$ cat src/design/arpl_pkg.sv
// ============================================================================
// arpl_pkg - shared types and constants of the adaptive replacement policy
// Request, result and configuration layouts, mode and register codes.
// ============================================================================
package arpl_pkg;

    // Field widths
    localparam int SET_W     = 11;
    localparam int WAY_IN_W  = 4;
    localparam int CNT_W     = 7;
    localparam int BIP_W     = 5;
    localparam int MODE_W    = 2;
    localparam int RRIP_W    = 2;
    localparam int CFG_W     = 7;
    localparam int CFG_IDX_W = 2;

    // Request kinds
    localparam logic REQ_FIND   = 1'b0;
    localparam logic REQ_UPDATE = 1'b1;

    // Set modes
    localparam logic [MODE_W-1:0] MODE_SRRIP = 2'd0;
    localparam logic [MODE_W-1:0] MODE_LRU   = 2'd1;
    localparam logic [MODE_W-1:0] MODE_BIP   = 2'd2;

    // Re-reference prediction values: distant, long and near
    localparam logic [RRIP_W-1:0] RRPV_DISTANT = 2'd3;
    localparam logic [RRIP_W-1:0] RRPV_LONG    = 2'd1;
    localparam logic [RRIP_W-1:0] RRPV_NEAR    = 2'd0;

    // Window counter saturation
    localparam logic [CNT_W-1:0] CNT_SAT = 7'd127;

    // Configuration register indexes
    localparam logic [CFG_IDX_W-1:0] CFG_WINDOW_LENGTH  = 2'd0;
    localparam logic [CFG_IDX_W-1:0] CFG_HIT_THRESHOLD  = 2'd1;
    localparam logic [CFG_IDX_W-1:0] CFG_MISS_THRESHOLD = 2'd2;
    localparam logic [CFG_IDX_W-1:0] CFG_BIP_PERIOD     = 2'd3;

    // Configuration reset values
    localparam logic [CNT_W-1:0] WINDOW_LENGTH_RST  = 7'd64;
    localparam logic [CNT_W-1:0] HIT_THRESHOLD_RST  = 7'd45;
    localparam logic [CNT_W-1:0] MISS_THRESHOLD_RST = 7'd51;
    localparam logic [BIP_W-1:0] BIP_PERIOD_RST     = 5'd20;

    typedef struct packed {
        logic                req_type;
        logic [SET_W-1:0]    set_index;
        logic [WAY_IN_W-1:0] way_index;
        logic                was_hit;
    } req_t;

    typedef struct packed {
        logic [CNT_W-1:0] window_length;
        logic [CNT_W-1:0] hit_threshold;
        logic [CNT_W-1:0] miss_threshold;
        logic [BIP_W-1:0] bip_period;
    } cfg_t;

    typedef struct packed {
        logic [WAY_IN_W-1:0] victim_way;
        logic [MODE_W-1:0]   set_mode;
    } res_t;

endpackage

$ cat src/design/arpl_update.sv
// ============================================================================
// arpl_update - set row read-modify logic
// Takes one set row as read from memory and a request, and returns the
// victim, the mode, the row to write back and the next shared BIP count.
// Row layout from bit 0: RRIP values, LRU ages, window hits, window misses,
// mode.
// ============================================================================
module arpl_update #(
    parameter int WAYS = 16,
    localparam int LW       = $clog2(WAYS),
    localparam int AGE_LO   = arpl_pkg::RRIP_W * WAYS,
    localparam int HIT_LO   = AGE_LO + LW * WAYS,
    localparam int MISS_LO  = HIT_LO + arpl_pkg::CNT_W,
    localparam int MODE_LO  = MISS_LO + arpl_pkg::CNT_W,
    localparam int ROW_W    = MODE_LO + arpl_pkg::MODE_W
) (
    input  logic [ROW_W-1:0]            row_i,
    input  arpl_pkg::req_t              req_i,
    input  arpl_pkg::cfg_t              cfg_i,
    input  logic [arpl_pkg::BIP_W-1:0]  bip_cnt_i,
    output logic [ROW_W-1:0]            row_o,
    output logic [arpl_pkg::BIP_W-1:0]  bip_cnt_o,
    output arpl_pkg::res_t              res_o
);

    logic [arpl_pkg::RRIP_W-1:0] rr     [WAYS];
    logic [arpl_pkg::RRIP_W-1:0] rr_new [WAYS];
    logic [LW-1:0]               age     [WAYS];
    logic [LW-1:0]               age_new [WAYS];
    logic [arpl_pkg::CNT_W-1:0]  hits, misses, hits_n, misses_n;
    logic [arpl_pkg::MODE_W-1:0] mode, mode_n;
    logic                        any3, any2, any1;
    logic [arpl_pkg::RRIP_W-1:0] rr_max, rr_add;
    logic [LW-1:0]               rr_vic, lru_vic, way_sel, victim;
    logic [LW-1:0]               old_age;
    logic [arpl_pkg::CNT_W:0]    win_sum;
    logic                        way_ok;
    logic [arpl_pkg::BIP_W-1:0]  bip_inc;
    logic [31:0]                 vic_ext;

    always_comb begin
        // Unpack the row
        for (int w = 0; w < WAYS; w++) begin
            rr[w]  = row_i[arpl_pkg::RRIP_W*w +: arpl_pkg::RRIP_W];
            age[w] = row_i[AGE_LO + LW*w +: LW];
        end
        hits   = row_i[HIT_LO +: arpl_pkg::CNT_W];
        misses = row_i[MISS_LO +: arpl_pkg::CNT_W];
        mode   = row_i[MODE_LO +: arpl_pkg::MODE_W];

        // RRIP maximum and the aging step that lifts it to the distant value
        any3 = 1'b0;
        any2 = 1'b0;
        any1 = 1'b0;
        for (int w = 0; w < WAYS; w++) begin
            any3 = any3 | (rr[w] == 2'd3);
            any2 = any2 | (rr[w] == 2'd2);
            any1 = any1 | (rr[w] == 2'd1);
        end
        rr_max = any3 ? 2'd3 : (any2 ? 2'd2 : (any1 ? 2'd1 : 2'd0));
        rr_add = arpl_pkg::RRPV_DISTANT - rr_max;

        // Lowest way holding the maximum becomes distant after aging
        rr_vic = '0;
        for (int w = WAYS - 1; w >= 0; w--) begin
            if (rr[w] == rr_max) begin
                rr_vic = LW'(w);
            end
        end

        // LRU ages form a permutation: the oldest way holds the top age
        lru_vic = '0;
        for (int w = 0; w < WAYS; w++) begin
            if (age[w] == LW'(WAYS - 1)) begin
                lru_vic = LW'(w);
            end
        end

        // Defaults: row unchanged
        for (int w = 0; w < WAYS; w++) begin
            rr_new[w]  = rr[w];
            age_new[w] = age[w];
        end
        hits_n    = hits;
        misses_n  = misses;
        mode_n    = mode;
        bip_cnt_o = bip_cnt_i;
        victim    = '0;
        way_ok    = int'(req_i.way_index) < WAYS;
        way_sel   = LW'(req_i.way_index);
        old_age   = age[way_sel];
        bip_inc   = bip_cnt_i + 1'b1;
        win_sum   = '0;

        if (req_i.req_type == arpl_pkg::REQ_FIND) begin
            // Victim search, aging RRIP values outside LRU mode
            if (mode == arpl_pkg::MODE_LRU) begin
                victim = lru_vic;
            end else begin
                victim = rr_vic;
                for (int w = 0; w < WAYS; w++) begin
                    rr_new[w] = rr[w] + rr_add;
                end
            end
        end else begin
            // Count the access in the window, saturating
            if (req_i.was_hit) begin
                if (hits < arpl_pkg::CNT_SAT) begin
                    hits_n = hits + 1'b1;
                end
            end else begin
                if (misses < arpl_pkg::CNT_SAT) begin
                    misses_n = misses + 1'b1;
                end
            end

            // Close the window and pick the mode
            win_sum = {1'b0, hits_n} + {1'b0, misses_n};
            if (win_sum >= {1'b0, cfg_i.window_length}) begin
                if (hits_n > cfg_i.hit_threshold) begin
                    mode_n = arpl_pkg::MODE_LRU;
                end else if (misses_n > cfg_i.miss_threshold) begin
                    mode_n = arpl_pkg::MODE_BIP;
                end else begin
                    mode_n = arpl_pkg::MODE_SRRIP;
                end
                hits_n   = '0;
                misses_n = '0;
            end

            // Promote or insert the accessed way under the new mode
            if (way_ok) begin
                if (mode_n == arpl_pkg::MODE_LRU) begin
                    for (int w = 0; w < WAYS; w++) begin
                        if (age[w] < old_age) begin
                            age_new[w] = age[w] + 1'b1;
                        end
                    end
                    age_new[way_sel] = '0;
                end else if (mode_n == arpl_pkg::MODE_BIP) begin
                    if (req_i.was_hit) begin
                        rr_new[way_sel] = arpl_pkg::RRPV_NEAR;
                    end else if (bip_inc >= cfg_i.bip_period) begin
                        rr_new[way_sel] = arpl_pkg::RRPV_NEAR;
                        bip_cnt_o       = '0;
                    end else begin
                        rr_new[way_sel] = arpl_pkg::RRPV_DISTANT;
                        bip_cnt_o       = bip_inc;
                    end
                end else begin
                    rr_new[way_sel] = req_i.was_hit ? arpl_pkg::RRPV_NEAR
                                                    : arpl_pkg::RRPV_LONG;
                end
            end
        end

        // Pack the row back
        for (int w = 0; w < WAYS; w++) begin
            row_o[arpl_pkg::RRIP_W*w +: arpl_pkg::RRIP_W] = rr_new[w];
            row_o[AGE_LO + LW*w +: LW]                    = age_new[w];
        end
        row_o[HIT_LO +: arpl_pkg::CNT_W]   = hits_n;
        row_o[MISS_LO +: arpl_pkg::CNT_W]  = misses_n;
        row_o[MODE_LO +: arpl_pkg::MODE_W] = mode_n;

        // Result: victim kept to the port width
        vic_ext          = 32'(victim);
        res_o.victim_way = vic_ext[arpl_pkg::WAY_IN_W-1:0];
        res_o.set_mode   = mode_n;
    end

endmodule

$ cat config.mk
export PLATFORM = sky130hd
export DESIGN_NAME = arpl_update
export DESIGN_NICKNAME = d
export VERILOG_FILES = /design/src/design/arpl_pkg.sv /design/src/design/arpl_update.sv
export SDC_FILE = /design/constraint.sdc
export NUM_CORES = 1
export LEC_CHECK = 0
export BUFFER_PORTS_ARGS = -buffer_cell sky130_fd_sc_hd__buf_4
export CELL_PAD_IN_SITES_DETAIL_PLACEMENT = 1
export CELL_PAD_IN_SITES_GLOBAL_PLACEMENT = 2
export CORE_UTILIZATION = 27
export DETAILED_ROUTE_END_ITERATION = 7
export PLACE_DENSITY = 0.83
export SYNTH_ARGS = -nofsm -noshare
export SYNTH_HDL_FRONTEND = slang
export SYNTH_SLANG_ARGS = --single-unit
$ cat constraint.sdc
create_clock -name vclk -period 6.2
set_clock_uncertainty 0.1 [all_clocks]
set_input_delay 0.93 -clock vclk [all_inputs]
set_output_delay 0.93 -clock vclk [all_outputs]
set_load 0.02 [all_outputs]
==> Yosys cells after proc, flatten, opt, wreduce, memory -nomap -nowiden <==
Cells that the tools add are included.
{ "word_totals": {"reg_bits": 0, "latch_bits": 0, "rom_bits": 0, "mem_count": 0, "input_bits": 160, "out_inout_bits": 123, "ram_bits": 0, "wordCells": 316} }
{ "classes": {"reduce_logical": 1, "shift": 0, "add_sub_neg": 37, "n_lt_le_gt_ge": 24, "multipliers": 0, "n_mux": 121, "n_div": 0, "eq_ne": 82, "bitwise": 51} }
{ "ops": {"columns": ["cell", "count"], "rows": [
  ["4-bit 2-to-1 mux", 83],
  ["32-bit 2-to-1 mux", 6],
  ["64-bit 2-to-1 mux", 2],
  ["7-bit 2-to-1 mux", 10],
  ["2-bit == test (second input constant)", 33],
  ["4-bit by 1-bit adder with 4-bit output (second input constant)", 16],
  ["64-bit bitwise AND", 1],
  ["4-bit < comparator", 16],
  ["64-bit inverter", 1],
  ["4-bit == test (second input constant)", 15],
  ["1-bit OR", 45],
  ["2-bit by 1-bit == test with 1-bit output (second input constant)", 18],
  ["2-bit adder", 16],
  ["32-bit bitwise AND", 1],
  ["32-bit bitwise mux", 1],
  ["2-bit == test", 16],
  ["32-bit inverter", 1],
  ["32-bit OR", 1],
  ["5-bit 2-to-1 mux", 5],
  ["4-bit binary-select mux with 4-bit select", 1],
  ["4-bit demux with 4-bit select", 1],
  ["2-bit 2-to-1 mux", 8],
  ["7-bit by 1-bit adder with 7-bit output (second input constant)", 2],
  ["7-bit greater-than comparator", 2],
  ["other kinds (12)", 15]
]} }

==> Depth between registers and ports, before layout <==
{ "logic_depth": {"ltp_word": 38, "ltp_mapped": 20, "depth_no_buf": 18} }

==> Worst setup path after synthesis <==
Ideal clock, no wire load.
{ "synth_path": {"path_kind": "input-to-output", "from": "input port row_i[101]", "to": "output port row_o[11]", "required_time_ps": 5170, "arrival_time_ps": 4930, "cell_stages": 18, "path_slack_ps": 240, "path_buffers": 1, "cell_sequence": "inv_1 -> o41a_1 -> nand2_1 -> o21ai_0 -> fa_1 -> a21o_1 -> a21oi_1 -> o21bai_1 -> a21oi_1 -> xnor2_1 -> ha_1 -> a211oi_1 -> o211ai_1 -> nor2_1 -> mux2i_1 -> nand3_1 -> clkbuf_1 -> o211ai_1"} }
{ "synth_via": {"elab_chain_cells": 12, "elab_cells_between_ends": 16, "classes_between": "add/sub: 2; order compare: 3; eq/ne: 2; mux: 9"} }
{ "synth_rtl": {"columns": ["item", "line_no", "source"], "rows": [
  ["from (decl)", "arpl_update.sv:17", "input logic [ROW_W-1:0] row_i,"],
  ["7-bit by 1-bit adder with 7-bit output or 7-bit < comparator (tied branches)", "arpl_update.sv:109, arpl_update.sv:108", null],
  ["7-bit 2-to-1 mux", "arpl_update.sv:108", "if (hits < arpl_pkg::CNT_SAT) begin"],
  ["7-bit 2-to-1 mux (*)", "arpl_update.sv:107", "if (req_i.was_hit) begin"],
  ["7-bit 2-to-1 mux (*)", "arpl_update.sv:95", "if (req_i.req_type == arpl_pkg::REQ_FIND) begin"],
  ["7-bit by 7-bit adder with 8-bit output or 7-bit greater-than comparator (tied branches)", "arpl_update.sv:118, arpl_update.sv:120", null],
  ["8-bit by 7-bit greater-or-equal comparator with 1-bit output or 2-bit 2-to-1 mux (tied branches)", "arpl_update.sv:119, arpl_update.sv:120", null],
  ["2-bit 2-to-1 mux (*)", "arpl_update.sv:119", "if (win_sum >= {1'b0, cfg_i.window_length}) begin"],
  ["2-bit 2-to-1 mux (*)", "arpl_update.sv:95", null],
  ["2-bit == test", "arpl_update.sv:140", "end else if (mode_n == arpl_pkg::MODE_BIP) begin"],
  ["32-bit 2-to-1 mux", "arpl_update.sv:140", null],
  ["32-bit 2-to-1 mux (*)", "arpl_update.sv:133", "if (mode_n == arpl_pkg::MODE_LRU) begin"],
  ["32-bit 2-to-1 mux (*)", "arpl_update.sv:95", null],
  ["to (decl)", "arpl_update.sv:21", "output logic [ROW_W-1:0] row_o,"]
]} }
Every way passes the cells marked *; elsewhere a longest branch is shown, timed or not. The select of a mux whose other input is x is not followed.

==> Worst setup path in the final report <==
{ "layout_path": {"from": "input port row_i[97]", "to": "output port row_o[21]"} }
Same word-level chain as after synthesis.

==> metrics <==
status=finished, final reports clean; half-perimeter wire length after placement=between 20000 and 30000 um; global-route usage over all layers=24.8%; min-delay src=bip_cnt_i[0]; IO Port Bufs=about 270; hold path cells=3; hold-fix buffers at CTS=0; count of cell types in the netlist=just under 60; VDD IR max=0.0000596 V; Overflow after GRT=0; worst setup margin=~0.13 ns; Static Leak=5.26 nW; FP Rows=60; layout cells sized above 1=a little over a third; drt total wl=~37000 um; CP peak stage delay=0.52 ns; CORE AREA=around 27000 sq um; Die W=around 170 um; Vias=approximately 10000; final setup TNS=0 ns; Final Max Tran Viols=0; Layout Nets=roughly 1700; drt drc=0; Rel. slew slack=42.6%; Synth Net Count=roughly 1400; slowest library cell on the worst path=o41a_1; post-layout min period=6.07 ns; largest net degree at the start of global routing=67; WS Path Type=input pin to primary output; Initial DRC Count=approximately 630; Max Fclk=approximately 0.16 GHz; FILL cells=roughly 3400; crit path buf inv count=6; Area Growth Syn to Fin=51.2%; initial antenna violation count=1; CP cell instances=buf_4 > nand2_2 > o41a_1 > buf_6 > nand2_4 > xnor2_2 > ha_4 > a21o_1 > a21oi_2 > o21bai_1 > a21oi_2 > xnor2_1 > ha_2 > nand3_2 > o211ai_1 > buf_4 > buf_4 > o21ai_4 > a21oi_4 > nand3_2 > buf_12 > o211ai_1 > buf_4; Seq cells=0; # clk buffers=0; Tightest Pin Transition=0.861 ns; register area=0 sq um; ANT cells=0; Cells after Synth=approximately 1100; Final setup violation count=0; die area=~28000 sq um; CP arrival=just over 5 ns; yosys warns=0; vias in the first global route=9984; CP top delay family=compound AO/OA/AOI/OAI gates; Tcrit/Tclk final=around 100%; first-pass GRT wire length=about 55000 um; Multi-input gate area=between 7000 and 8000 sq um; Starting Density=27.4%; Initial DRT Pass Iterations=5; sequential cell area fraction in the yosys report=0%; Avg WL per Cell=around 21 um; DRT antenna net count=0; worst-path maximum fanout=7; Vias/cell=approximately 5.6; CP endpoint kind=primary output; # IOs=283; Die Y=about 170 um; Pwr Density=117 nW/um^2; worst min path class=input pin to primary output; hold worst-path end=bip_cnt_o[0]; crit-path most repeated cell=buf_4; endpoints failing hold=0; synthesized area per cell=between 6 and 7 sq um; total power=1.31 mW; Routability Congestion=0.909; Cell Area, Synth=~7400 sq um; Required @ worst endpoint=approximately 5.2 ns; worst slack, placed=-0.157 ns; MaxCap Viol Count=0; crit start category=input pin
-- cells in the mapped netlist (16+ instances only) --
library cell    n  area share (%)
o21ai_2        17             2.0
and2_1         16             1.4
o211ai_1       37             3.8
nand2_1       104             5.3
mux4_2         20             6.1
a21o_1         22             2.2
nor2b_1        35             3.0
nand3_1        74             5.0
nand2b_1       18             1.5
nor2_1         89             4.5
xnor2_1        28             3.3
xor2_1         18             2.1
inv_1          60             3.1
ha_1          116              20
or3_1          16             1.4
o21ai_0        68             4.6
o21ai_1        47             3.2
a21oi_1       102             6.9
clkbuf_1       28             1.4
-- area by class of cell --
class                           instances  share of cell area (%)
Inverter                               60                    2.02
Multi-Input combinational cell        977                    64.7
Tap cell                              341                    3.83
Timing Repair Buffer                  408                    29.5
-- per-layer routing --
metal / share of wire [%] / vias to the layer above / global-route usage (%) / wire length [um]
met5: 0.035 / - / 0 / 13
met4: 3.3 / 2 / 7.38 / 1210
met3: 6.0 / 64 / 3.19 / 2240
met2: 48 / 329 / 43.4 / 17800
met1: 43 / 4862 / 31.5 / 16000
li1: - / 4787 / - / -
-- how the worst max path moves through the flow --
stage | endpoint | slack (ns) | startpoint | cells after the start
2_1_floorplan | row_o[11] | 0.24 | row_i[101] | 18
3_3_place_gp | row_o[21] | -0.11 | row_i[105] | 22
3_5_place_dp | row_o[21] | -0.16 | row_i[105] | 22
4_1_cts | row_o[24] | -0.002 | row_i[105] | 22
5_1_grt | row_o[83] | -0.09 | row_i[97] | 24
6_report | row_o[21] | 0.13 | row_i[97] | 23
-- through the flow --
stage | hold WS, ns | util [%] | cell area (sq um) | std cells
finish | 2.11 | 41.5 | 11200 | 1786
global placement | 2.10 | 39.3 | 10600 | 1762
global route | 2.13 | 41.5 | 11200 | 1786
detailed placement | 2.12 | 39.3 | 10600 | 1762
CTS | 2.12 | 39.4 | 10600 | 1763
floorplan | 1.91 | - | 7370 | 1093
-- report_power, final --
group          internal (mW)  switching, mW  leakage (nW)  total, mW
combinational          0.582          0.728          5.26       1.31
sequential                 0              0             0          0
clock                      0              0             0          0
-- placed cells by master (no fill, tap or decap), types with 22 or more instances in the layout --
cell type	Yosys	routed
a21o_1	22	22
a21oi_1	102	89
buf_4	4	384
ha_1	116	113
inv_1	60	60
nand2_1	104	101
nand3_1	74	71
nor2_1	89	78
nor2b_1	35	34
o211ai_1	37	37
o21ai_0	68	57
o21ai_1	47	50
o21ai_2	17	24
xnor2_1	28	26
-- cells by family after synthesis --
family | count (synthesis) | share of synthesized area [%]
xor+xnor | 46 | 5.46
simple gates | 384 | 24.9
fa+ha+maj | 117 | 20.0
compound gates | 403 | 36.1
mux | 27 | 7.09
buf+inv | 116 | 6.57
-- timing repair --
action	in CTS	in global routing
setup endpoints to repair	74	97
pin swaps	1	32
resized for setup	4	88
gates cloned	0	3
buffers inserted	1	22
(Power assumes the default switching activity.)
